### config.mk
export PLATFORM = sky130hd
export DESIGN_NAME = beacon_frame_ie_parser
export DESIGN_NICKNAME = d
export VERILOG_FILES = /design/src/rtl/bfp_pkg.sv /design/src/rtl/bfp_front.sv /design/src/rtl/bfp_queue.sv /design/src/rtl/bfp_back.sv /design/src/rtl/beacon_frame_ie_parser.sv
export SDC_FILE = /design/constraint.sdc
export NUM_CORES = 2
export LEC_CHECK = 0
export BUFFER_PORTS_ARGS = -buffer_cell sky130_fd_sc_hd__buf_2
export CORE_ASPECT_RATIO = 1.4
export CORE_MARGIN = 4
export CORE_UTILIZATION = 50
export DETAILED_ROUTE_END_ITERATION = 6
export PLACE_DENSITY_LB_ADDON = 0.05
export SLEW_MARGIN = 0
export SYNTH_ARGS = -nofsm -noshare
export SYNTH_HDL_FRONTEND = slang
export SYNTH_SLANG_ARGS = --single-unit
### constraint.sdc
create_clock -name clock -period 23 [get_ports clock]
set_input_delay 6.9 -clock clock [delete_from_list [all_inputs] [get_ports clock]]
set_output_delay 6.9 -clock clock [all_outputs]
set_load 0.02 [all_outputs]
### src/rtl/bfp_pkg.sv
`default_nettype none
package bfp_pkg;

   localparam int SSID_MAX      = 32;
   localparam int MAX_FRAME_LEN = 2048;
   localparam int NUM_RESULTS   = SSID_MAX;
   localparam int IDX_W         = $clog2(NUM_RESULTS);
   localparam int POS_W         = $clog2(MAX_FRAME_LEN + 1);
   localparam int OFF_W         = $clog2(MAX_FRAME_LEN + 256 + 2);
   localparam int QUEUE_DEPTH   = 2;
   localparam int QPTR_W        = $clog2(QUEUE_DEPTH);
   localparam int QCNT_W        = $clog2(QUEUE_DEPTH + 1);

   localparam int FIRST_ELEM  = 36;
   localparam int MAC_FIRST   = 10;
   localparam int MAC_LAST    = 15;

   localparam logic [7:0] TAG_SSID    = 8'h00;
   localparam logic [7:0] TAG_CHANNEL = 8'h03;

   typedef struct packed {
      logic [47:0]                      mac;
      logic [7:0]                       channel;
      logic [7:0]                       ssid_size;
      logic                             error;
      logic [7:0]                       strength;
      logic [NUM_RESULTS-1:0][7:0]      ssid;
   } frame_summary_type;

endpackage
`default_nettype wire

### src/rtl/bfp_front.sv
`default_nettype none
module bfp_front (
   input  wire                         clock,
   input  wire                         reset,
   input  wire                         accept,
   input  wire [7:0]                   frame_byte,
   input  wire                         last_byte,
   input  wire [7:0]                   signal_dbm,
   output logic                        push,
   output bfp_pkg::frame_summary_type  summary
);
   import bfp_pkg::*;

   logic [POS_W-1:0]              pos_ff, pos_in;
   logic [OFF_W-1:0]              next_off_ff, next_off_in;
   logic [POS_W-1:0]              elem_start_ff, elem_start_in;
   logic [7:0]                    tag_ff, tag_in;
   logic                          done_ff, done_in;
   logic                          err_ff, err_in;
   logic                          copy_ff, copy_in;
   logic [7:0]                    ssid_size_ff, ssid_size_in;
   logic [7:0]                    chan_ff, chan_in;
   logic [47:0]                   mac_ff, mac_in;
   logic [7:0]                    strength_ff, strength_in;
   logic [NUM_RESULTS-1:0][7:0]   ssid_ff, ssid_in;

   logic [OFF_W-1:0]              pos_ext;
   logic [OFF_W-1:0]              start_ext;
   logic [OFF_W-1:0]              data_off;
   logic                          tag_hit;

   assign pos_ext   = OFF_W'(pos_ff);
   assign start_ext = OFF_W'(elem_start_ff);
   assign data_off  = pos_ext - start_ext - OFF_W'(2);

   always_comb begin
      pos_in        = pos_ff;
      next_off_in   = next_off_ff;
      elem_start_in = elem_start_ff;
      tag_in        = tag_ff;
      done_in       = done_ff;
      err_in        = err_ff;
      copy_in       = copy_ff;
      ssid_size_in  = ssid_size_ff;
      chan_in       = chan_ff;
      mac_in        = mac_ff;
      strength_in   = strength_ff;
      ssid_in       = ssid_ff;
      tag_hit       = 1'b0;
      push          = 1'b0;

      if (accept) begin
         if (pos_ff == '0) begin
            strength_in = signal_dbm;
         end
         if (pos_ff < POS_W'(MAX_FRAME_LEN)) begin
            pos_in = pos_ff + POS_W'(1);
            if (pos_ff >= POS_W'(MAC_FIRST) && pos_ff <= POS_W'(MAC_LAST)) begin
               mac_in = {mac_ff[39:0], frame_byte};
            end
            if (!done_ff) begin
               priority if (pos_ext == next_off_ff) begin
                  if (pos_ff == POS_W'(FIRST_ELEM) && frame_byte != TAG_SSID) begin
                     err_in  = 1'b1;
                     done_in = 1'b1;
                  end else begin
                     tag_hit       = 1'b1;
                     tag_in        = frame_byte;
                     elem_start_in = pos_ff;
                     copy_in       = 1'b0;
                  end
               end else if (pos_ext == start_ext + OFF_W'(1) && next_off_ff == start_ext) begin
                  next_off_in = start_ext + OFF_W'(frame_byte) + OFF_W'(2);
                  if (tag_ff == TAG_SSID) begin
                     ssid_size_in = frame_byte;
                     copy_in      = 1'b0;
                     if (frame_byte == 8'd0) begin
                        ssid_in = '0;
                     end else if (frame_byte > 8'(SSID_MAX)) begin
                        err_in = 1'b1;
                     end else begin
                        ssid_in = '0;
                        err_in  = 1'b0;
                        copy_in = 1'b1;
                     end
                  end
               end else if (next_off_ff == start_ext || pos_ext < start_ext + OFF_W'(2)) begin
                  // waiting for length or inside element header
               end else if (tag_ff == TAG_CHANNEL && pos_ext == start_ext + OFF_W'(2)) begin
                  chan_in = frame_byte;
                  done_in = 1'b1;
               end else if (tag_ff == TAG_SSID && copy_ff && pos_ext < next_off_ff) begin
                  ssid_in[data_off[IDX_W-1:0]] = frame_byte;
               end
            end
         end

         if (last_byte) begin
            push              = 1'b1;
            summary.mac       = mac_in;
            summary.channel   = chan_in;
            summary.ssid_size = ssid_size_in;
            summary.error     = err_in;
            summary.strength  = strength_in;
            summary.ssid      = ssid_in;
            // frame cut right after an SSID tag: length reads as zero
            if (tag_hit && frame_byte == TAG_SSID) begin
               summary.ssid_size = '0;
               summary.ssid      = '0;
            end
            pos_in        = '0;
            next_off_in   = OFF_W'(FIRST_ELEM);
            elem_start_in = '0;
            tag_in        = '0;
            done_in       = 1'b0;
            err_in        = 1'b0;
            copy_in       = 1'b0;
            ssid_size_in  = '0;
            chan_in       = '0;
            mac_in        = '0;
            strength_in   = '0;
            ssid_in       = '0;
         end else begin
            summary = '0;
         end
      end else begin
         summary = '0;
      end
   end

   always_ff @(posedge clock) begin
      if (reset) begin
         pos_ff        <= '0;
         next_off_ff   <= OFF_W'(FIRST_ELEM);
         elem_start_ff <= '0;
         tag_ff        <= '0;
         done_ff       <= 1'b0;
         err_ff        <= 1'b0;
         copy_ff       <= 1'b0;
         ssid_size_ff  <= '0;
         chan_ff       <= '0;
         mac_ff        <= '0;
         strength_ff   <= '0;
         ssid_ff       <= '0;
      end else begin
         pos_ff        <= pos_in;
         next_off_ff   <= next_off_in;
         elem_start_ff <= elem_start_in;
         tag_ff        <= tag_in;
         done_ff       <= done_in;
         err_ff        <= err_in;
         copy_ff       <= copy_in;
         ssid_size_ff  <= ssid_size_in;
         chan_ff       <= chan_in;
         mac_ff        <= mac_in;
         strength_ff   <= strength_in;
         ssid_ff       <= ssid_in;
      end
   end

endmodule
`default_nettype wire

### src/rtl/bfp_queue.sv
`default_nettype none
module bfp_queue (
   input  wire                         clock,
   input  wire                         reset,
   input  wire                         push,
   input  bfp_pkg::frame_summary_type  push_data,
   input  wire                         pop,
   output bfp_pkg::frame_summary_type  head,
   output logic                        full,
   output logic                        empty
);
   import bfp_pkg::*;

   frame_summary_type          entry_ff [QUEUE_DEPTH];
   logic [QPTR_W-1:0]          wr_ff, wr_in;
   logic [QPTR_W-1:0]          rd_ff, rd_in;
   logic [QCNT_W-1:0]          cnt_ff, cnt_in;
   logic                       do_push;
   logic                       do_pop;

   assign full    = cnt_ff == QCNT_W'(QUEUE_DEPTH);
   assign empty   = cnt_ff == '0;
   assign do_push = push && !full;
   assign do_pop  = pop && !empty;
   assign head    = entry_ff[rd_ff];

   always_comb begin
      wr_in  = wr_ff;
      rd_in  = rd_ff;
      cnt_in = cnt_ff;
      if (do_push) begin
         wr_in = (wr_ff == QPTR_W'(QUEUE_DEPTH - 1)) ? '0 : wr_ff + QPTR_W'(1);
      end
      if (do_pop) begin
         rd_in = (rd_ff == QPTR_W'(QUEUE_DEPTH - 1)) ? '0 : rd_ff + QPTR_W'(1);
      end
      if (do_push && !do_pop) begin
         cnt_in = cnt_ff + QCNT_W'(1);
      end else if (do_pop && !do_push) begin
         cnt_in = cnt_ff - QCNT_W'(1);
      end
   end

   always_ff @(posedge clock) begin
      if (reset) begin
         wr_ff  <= '0;
         rd_ff  <= '0;
         cnt_ff <= '0;
      end else begin
         wr_ff  <= wr_in;
         rd_ff  <= rd_in;
         cnt_ff <= cnt_in;
      end
   end

   always_ff @(posedge clock) begin
      if (do_push) begin
         entry_ff[wr_ff] <= push_data;
      end
   end

endmodule
`default_nettype wire

### src/rtl/bfp_back.sv
`default_nettype none
module bfp_back (
   input  wire                         clock,
   input  wire                         reset,
   input  bfp_pkg::frame_summary_type  head,
   input  wire                         empty,
   output logic                        pop,
   output logic                        rsp_valid,
   input  wire                         rsp_ready,
   output logic [47:0]                 rsp_source_mac,
   output logic [7:0]                  rsp_channel_number,
   output logic [7:0]                  rsp_ssid_length,
   output logic                        rsp_parse_error,
   output logic signed [8:0]           rsp_strength_negated,
   output logic [7:0]                  rsp_ssid_char,
   output logic [bfp_pkg::IDX_W-1:0]   rsp_ssid_position,
   output logic                        rsp_final_result
);
   import bfp_pkg::*;

   logic [IDX_W-1:0] idx_ff, idx_in;
   logic             take;
   logic             last_idx;

   assign rsp_valid = !empty;
   assign take      = rsp_valid && rsp_ready;
   assign last_idx  = idx_ff == IDX_W'(NUM_RESULTS - 1);
   assign pop       = take && last_idx;

   assign rsp_source_mac       = head.mac;
   assign rsp_channel_number   = head.channel;
   assign rsp_ssid_length      = head.ssid_size;
   assign rsp_parse_error      = head.error;
   assign rsp_strength_negated = 9'sd0 - $signed({head.strength[7], head.strength});
   assign rsp_ssid_char        = head.ssid[idx_ff];
   assign rsp_ssid_position    = idx_ff;
   assign rsp_final_result     = last_idx;

   always_comb begin
      idx_in = idx_ff;
      if (take) begin
         idx_in = last_idx ? '0 : idx_ff + IDX_W'(1);
      end
   end

   always_ff @(posedge clock) begin
      if (reset) begin
         idx_ff <= '0;
      end else begin
         idx_ff <= idx_in;
      end
   end

endmodule
`default_nettype wire

### src/rtl/beacon_frame_ie_parser.sv
`default_nettype none
// Beacon element parser. Frame bytes are taken at one per cycle with no gaps
// needed; the parser never stalls inside a frame on its own. On the byte marked
// last, the frame summary and SSID are placed into a two-entry frame queue and
// the parser is ready for the next frame in the following cycle unless the queue
// is then full. Each queued frame is played out as 32 result items, one per cycle
// while rsp_ready is high, SSID position 0 first. The input stalls only when two
// finished frames are waiting, so back-to-back frames shorter than 32 bytes are
// paced by the result side. No clearing pass after reset.
module beacon_frame_ie_parser (
   input  wire                        clock,
   input  wire                        reset,
   input  wire                        req_valid,
   output logic                       req_ready,
   input  wire [7:0]                  req_frame_byte,
   input  wire                        req_last_byte,
   input  wire signed [7:0]           req_signal_dbm,
   output logic                       rsp_valid,
   input  wire                        rsp_ready,
   output logic [47:0]                rsp_source_mac,
   output logic [7:0]                 rsp_channel_number,
   output logic [7:0]                 rsp_ssid_length,
   output logic                       rsp_parse_error,
   output logic signed [8:0]          rsp_strength_negated,
   output logic [7:0]                 rsp_ssid_char,
   output logic [bfp_pkg::IDX_W-1:0]  rsp_ssid_position,
   output logic                       rsp_final_result
);
   import bfp_pkg::*;

   frame_summary_type push_data;
   frame_summary_type head;
   logic              push;
   logic              pop;
   logic              q_full;
   logic              q_empty;
   logic              req_take;

   assign req_ready = !q_full;
   assign req_take  = req_valid && req_ready;

   bfp_front u_front (
      .clock      (clock),
      .reset      (reset),
      .accept     (req_take),
      .frame_byte (req_frame_byte),
      .last_byte  (req_last_byte),
      .signal_dbm (req_signal_dbm),
      .push       (push),
      .summary    (push_data)
   );

   bfp_queue u_queue (
      .clock     (clock),
      .reset     (reset),
      .push      (push),
      .push_data (push_data),
      .pop       (pop),
      .head      (head),
      .full      (q_full),
      .empty     (q_empty)
   );

   bfp_back u_back (
      .clock                (clock),
      .reset                (reset),
      .head                 (head),
      .empty                (q_empty),
      .pop                  (pop),
      .rsp_valid            (rsp_valid),
      .rsp_ready            (rsp_ready),
      .rsp_source_mac       (rsp_source_mac),
      .rsp_channel_number   (rsp_channel_number),
      .rsp_ssid_length      (rsp_ssid_length),
      .rsp_parse_error      (rsp_parse_error),
      .rsp_strength_negated (rsp_strength_negated),
      .rsp_ssid_char        (rsp_ssid_char),
      .rsp_ssid_position    (rsp_ssid_position),
      .rsp_final_result     (rsp_final_result)
   );

`ifndef SYNTH
   a_no_overflow: assert property (@(posedge clock) disable iff (reset)
      !(push && q_full))
      else $error("frame queue overflow");

   a_restart_index: assert property (@(posedge clock) disable iff (reset)
      (rsp_valid && rsp_ready && rsp_final_result) |=> (rsp_ssid_position == '0))
      else $error("result index did not restart after final item");

   a_idle_after_reset: assert property (@(posedge clock)
      reset |=> !rsp_valid)
      else $error("result valid right after reset");

   a_pop_on_final: assert property (@(posedge clock) disable iff (reset)
      pop |-> (rsp_final_result && rsp_valid && rsp_ready))
      else $error("frame retired before its last item");
`endif

endmodule
`default_nettype wire
==> key figures <==
Run status
  – Status: finished with violations
  – Failing checks: design-rule violations

Timing
  – Final setup fails: 0
  – Final Skew: 0.0268 ns
  – Final Hold Violating Endpoints: 0
  – Tcrit/Tclk final: a little over half
  – Slew headroom: 2.19%
  – Pins Over Slew Limit: 0
  – Min Tclk post-route: 11.98 ns
  – Fmax: 83.4 MHz
  – Setup_tns: 0 ns
  – Tightest Pin Transition: 1.46 ns
  – RSZ-0062 raised after global routing: false

Floorplanning
  – Initial core utilization: 50.5%
  – Row cnt: 130
  – Die area: between 90000 and 100000 um2
  – Die width: 262 um
  – Core area: ~90000 um2
  – Die height: 364 um
  – Num ports: between 100 and 150

Routing
  – First-pass iteration count of the detailed router: 7
  – DR iter-0 viols: 3091
  – Routed Antenna Nets: 0
  – Vias per cell: 6.32
  – Per-cell routed wire length: 28.3 um
  – DR vias: 31412
  – Routed WL: 140 mm
  – DRC violations left: 22

Synthesis
  – Compound-Gate Fraction of Synth Area: 12.6%
  – Post-Synth Simple-Gate Area: 10.8%
  – Synthesized-area fraction occupied by adder cells: 1.62%
  – Sequential-to-total area share from yosys stat: between 60% and 70%
  – Dominant synthesized flop cell: edfxtp_1
  – EDFF count, synth: 658
  – Synth Cell Area: 45300 um2
  – Unique masters post-synth: 70
  – Synth warnings: 0
  – Asr flop ratio synth: 0%
  – XOR/XNOR share of the synthesized area: about 1.2%
  – Synth Register Bits: around 1000
  – Main combinational cell family by area after synthesis: compound AO/OA/AOI/OAI gates
  – Syn Inst Count: 3673
  – Syn Area/Cell: 12.3 um2
  – Post-synthesis mux area share: around 10%
  – Synthesized Nets: between 3000 and 4000

Place
  – DP Wirelength: 86.0 mm
  – DP Area: 47100 um2
  – Placer congestion estimate: just under 0.9
  – Port buffer count: 110

Clock network
  – Clock Tree Root: clkbuf_16
  – Resize count post-CTS: 0
  – Hold buffer count at CTS: 0
  – Clk slew on worst S/H paths: 0.06 ns
  – Worst skew pair latency: about 0.71 ns
  – Sink Count: around 1000
  – H-tree levels: 3
  – Post-CTS setup buffers: 0
  – Max clock buf depth: 3
  – Cts bufs inserted: 99
  – CTS tree: built

Global route
  – GRT Util Overall: 28.9%
  – Vias in the first global route: 32073
  – Largest net degree at the start of global routing: 167
  – First-pass GRT wire length: 209 mm
  – Total gr overflow: 0
  – Initial antenna violation count: 2

Layout
  – Area grow syn2layout: 12.1%
  – Layout cells sized above 1: approximately 17%
  – Post-layout util: 56.6%
  – Post-route cell area: around 50000 um2
  – Fin nets: ~3800
  – Ant diodes: 0

Power and ir drop
  – Pwr Density: 80.9 nW/um2
  – Static Leak: 16.8 nW
  – IR Drop Worst-Case VDD: 69.0 uV

Critical path
  – Startpoint Class: register
  – Crit Path Class: reg2out
  – Arr. time, crit path: about 5.1 ns
  – CP Max Fanout: 94
  – Critical path endpoint category: output port
  – Worst Path Required: between 15 and 20 ns

Flow run
  – Maxcap violations: 0

Min path
  – HP Class: reg2reg
[area by class of cell]
type                            instances  area (um2)
Sequential cell                      1043       27500
Clock inverter                         49         768
Clock buffer                          139        2910
Multi-Input combinational cell       2308       16800
Inverter                               47         176
Tap cell                             1188        1490
Fill cell                            7431       39000
Timing Repair Buffer                  193        1210
[critical path, cell delays in order, from the launching register on]
cell and delay [ns]:
dfxtp_4 0.68, buf_12 0.69, buf_4 0.75, mux4_2 0.35, mux2i_1 0.11, a221oi_1 1.06
o21ai_0 0.24, nand2_1 0.20, buf_2 0.20
[synthesized netlist by cell type, types with 8 or more instances]
cell type | number | area [um2]
a22o_1 | 275 | 2410
or3_1 | 27 | 169
o21ai_0 | 25 | 125
mux2i_1 | 66 | 661
nor4_1 | 29 | 181
inv_1 | 47 | 176
nor2b_1 | 14 | 87.6
nand2_1 | 663 | 2490
clkbuf_1 | 158 | 593
a22oi_1 | 86 | 646
a31oi_1 | 11 | 68.8
mux4_2 | 144 | 3240
and2_1 | 8 | 50.1
nor4_2 | 15 | 188
nand2b_1 | 11 | 68.8
xnor2_1 | 33 | 289
a221oi_1 | 16 | 140
nor3b_2 | 10 | 125
buf_1 | 55 | 206
nor2_1 | 166 | 623
o31ai_1 | 33 | 248
dfxtp_1 | 385 | 7710
edfxtp_1 | 658 | 19800
or4_1 | 28 | 210
nand3_1 | 33 | 165
nand3b_1 | 11 | 82.6
a21oi_1 | 330 | 1650
o21ai_1 | 12 | 60.1
ha_1 | 54 | 676
and3_1 | 8 | 50.1
buf_2 | 53 | 265
nor3_1 | 29 | 145
nand4_1 | 12 | 75.1
nor3b_1 | 9 | 67.6
mux2_2 | 66 | 743
xor2_1 | 29 | 254
[power by group]
| group | switching (mW) | internal [mW] |
|---|---|---|
| Sequential | 0.0144 | 2.02 |
| Clock | 0.730 | 1.10 |
| Combinational | 0.183 | 0.0644 |
| Total | 0.927 | 3.18 |
[layout by cell type (no fill, tap or decap), types with 10 or more instances in the layout]
master	instances
a22oi_1	86
nand2b_1	10
buf_4	80
inv_1	47
nor3b_2	11
mux2i_1	66
xnor2_1	32
a221oi_1	16
mux2_2	66
mux4_2	144
xor2_1	28
nor4_1	26
buf_2	110
or3_1	26
or4_1	28
clkbuf_1	20
dfxtp_1	381
clkbuf_8	13
nor4_2	16
a31oi_1	11
nor2_1	165
nand3_1	32
nand2_1	662
nor3_1	27
bufinv_16	19
ha_1	54
clkinv_2	16
edfxtp_1	658
clkbuf_16	106
o31ai_1	32
o21ai_0	24
a22o_1	275
nand4_1	12
nand3b_1	11
a21oi_1	330
[cell families (layout without fill, tap and decap cells)]
group,after synthesis,in the layout
and+or+nand+nor,1085,1085
DFF,1043,1043
AOI/OAI and AO/OA,828,828
buffers and inverters,322,428
muxes,276,276
xor gates and xnor gates,62,62
adders and majority gates,57,57
[flip-flops by register name, summed over array words and instances, names as in the netlist, 2 cells and up, named ones only]
register and flops:
u_queue.entry_ff 658, u_front.ssid_ff 256, u_front.mac_ff 48, u_front.elem_start_ff 12
u_front.next_off_ff 12, u_front.pos_ext 12, u_front.chan_ff 8, u_front.ssid_size_ff 8
u_front.strength_ff 8, u_front.tag_ff 8, u_back.rsp_ssid_position 5, u_queue.cnt_ff 2
[per-stage QoR]
step	instances	power [mW]	hold slack [ns]	setup slack [ns]
detailed placement	4777	2.32	0.463	11.64
floorplan	3673	2.23	0.443	0.537
CTS	4965	4.13	0.482	10.86
global route	4967	4.22	0.487	10.76
finish	4967	4.11	0.480	11.02
global placement	4776	2.32	0.460	11.64
[worst paths after layout]
kind	startpoint	end	slack, ns	cells after the start
setup / recovery	register	rsp_ssid_char[1]	11.02	8
hold / removal	u_front.ssid_ff[33]$_SDFFE_PP0P_	u_front.ssid_ff[33]$_SDFFE_PP0P_	0.48	1
setup reg to reg	u_front.pos_ext[11]$_SDFFE_PP0P_	u_queue.entry_ff[1][88]$_DFFE_PP_	17.37	9
hold reg to reg	u_front.ssid_ff[33]$_SDFFE_PP0P_	u_front.ssid_ff[33]$_SDFFE_PP0P_	0.48	1
[per-layer routing]
layer	track usage, %	vias to the layer above	share of wire (%)
li1	-	13814	-
met1	35.0	15881	37
met2	49.9	1379	50
met3	5.00	336	7.3
met4	15.1	2	5.7
met5	0	-	0.0085
Power figures use the tool's default switching activity.
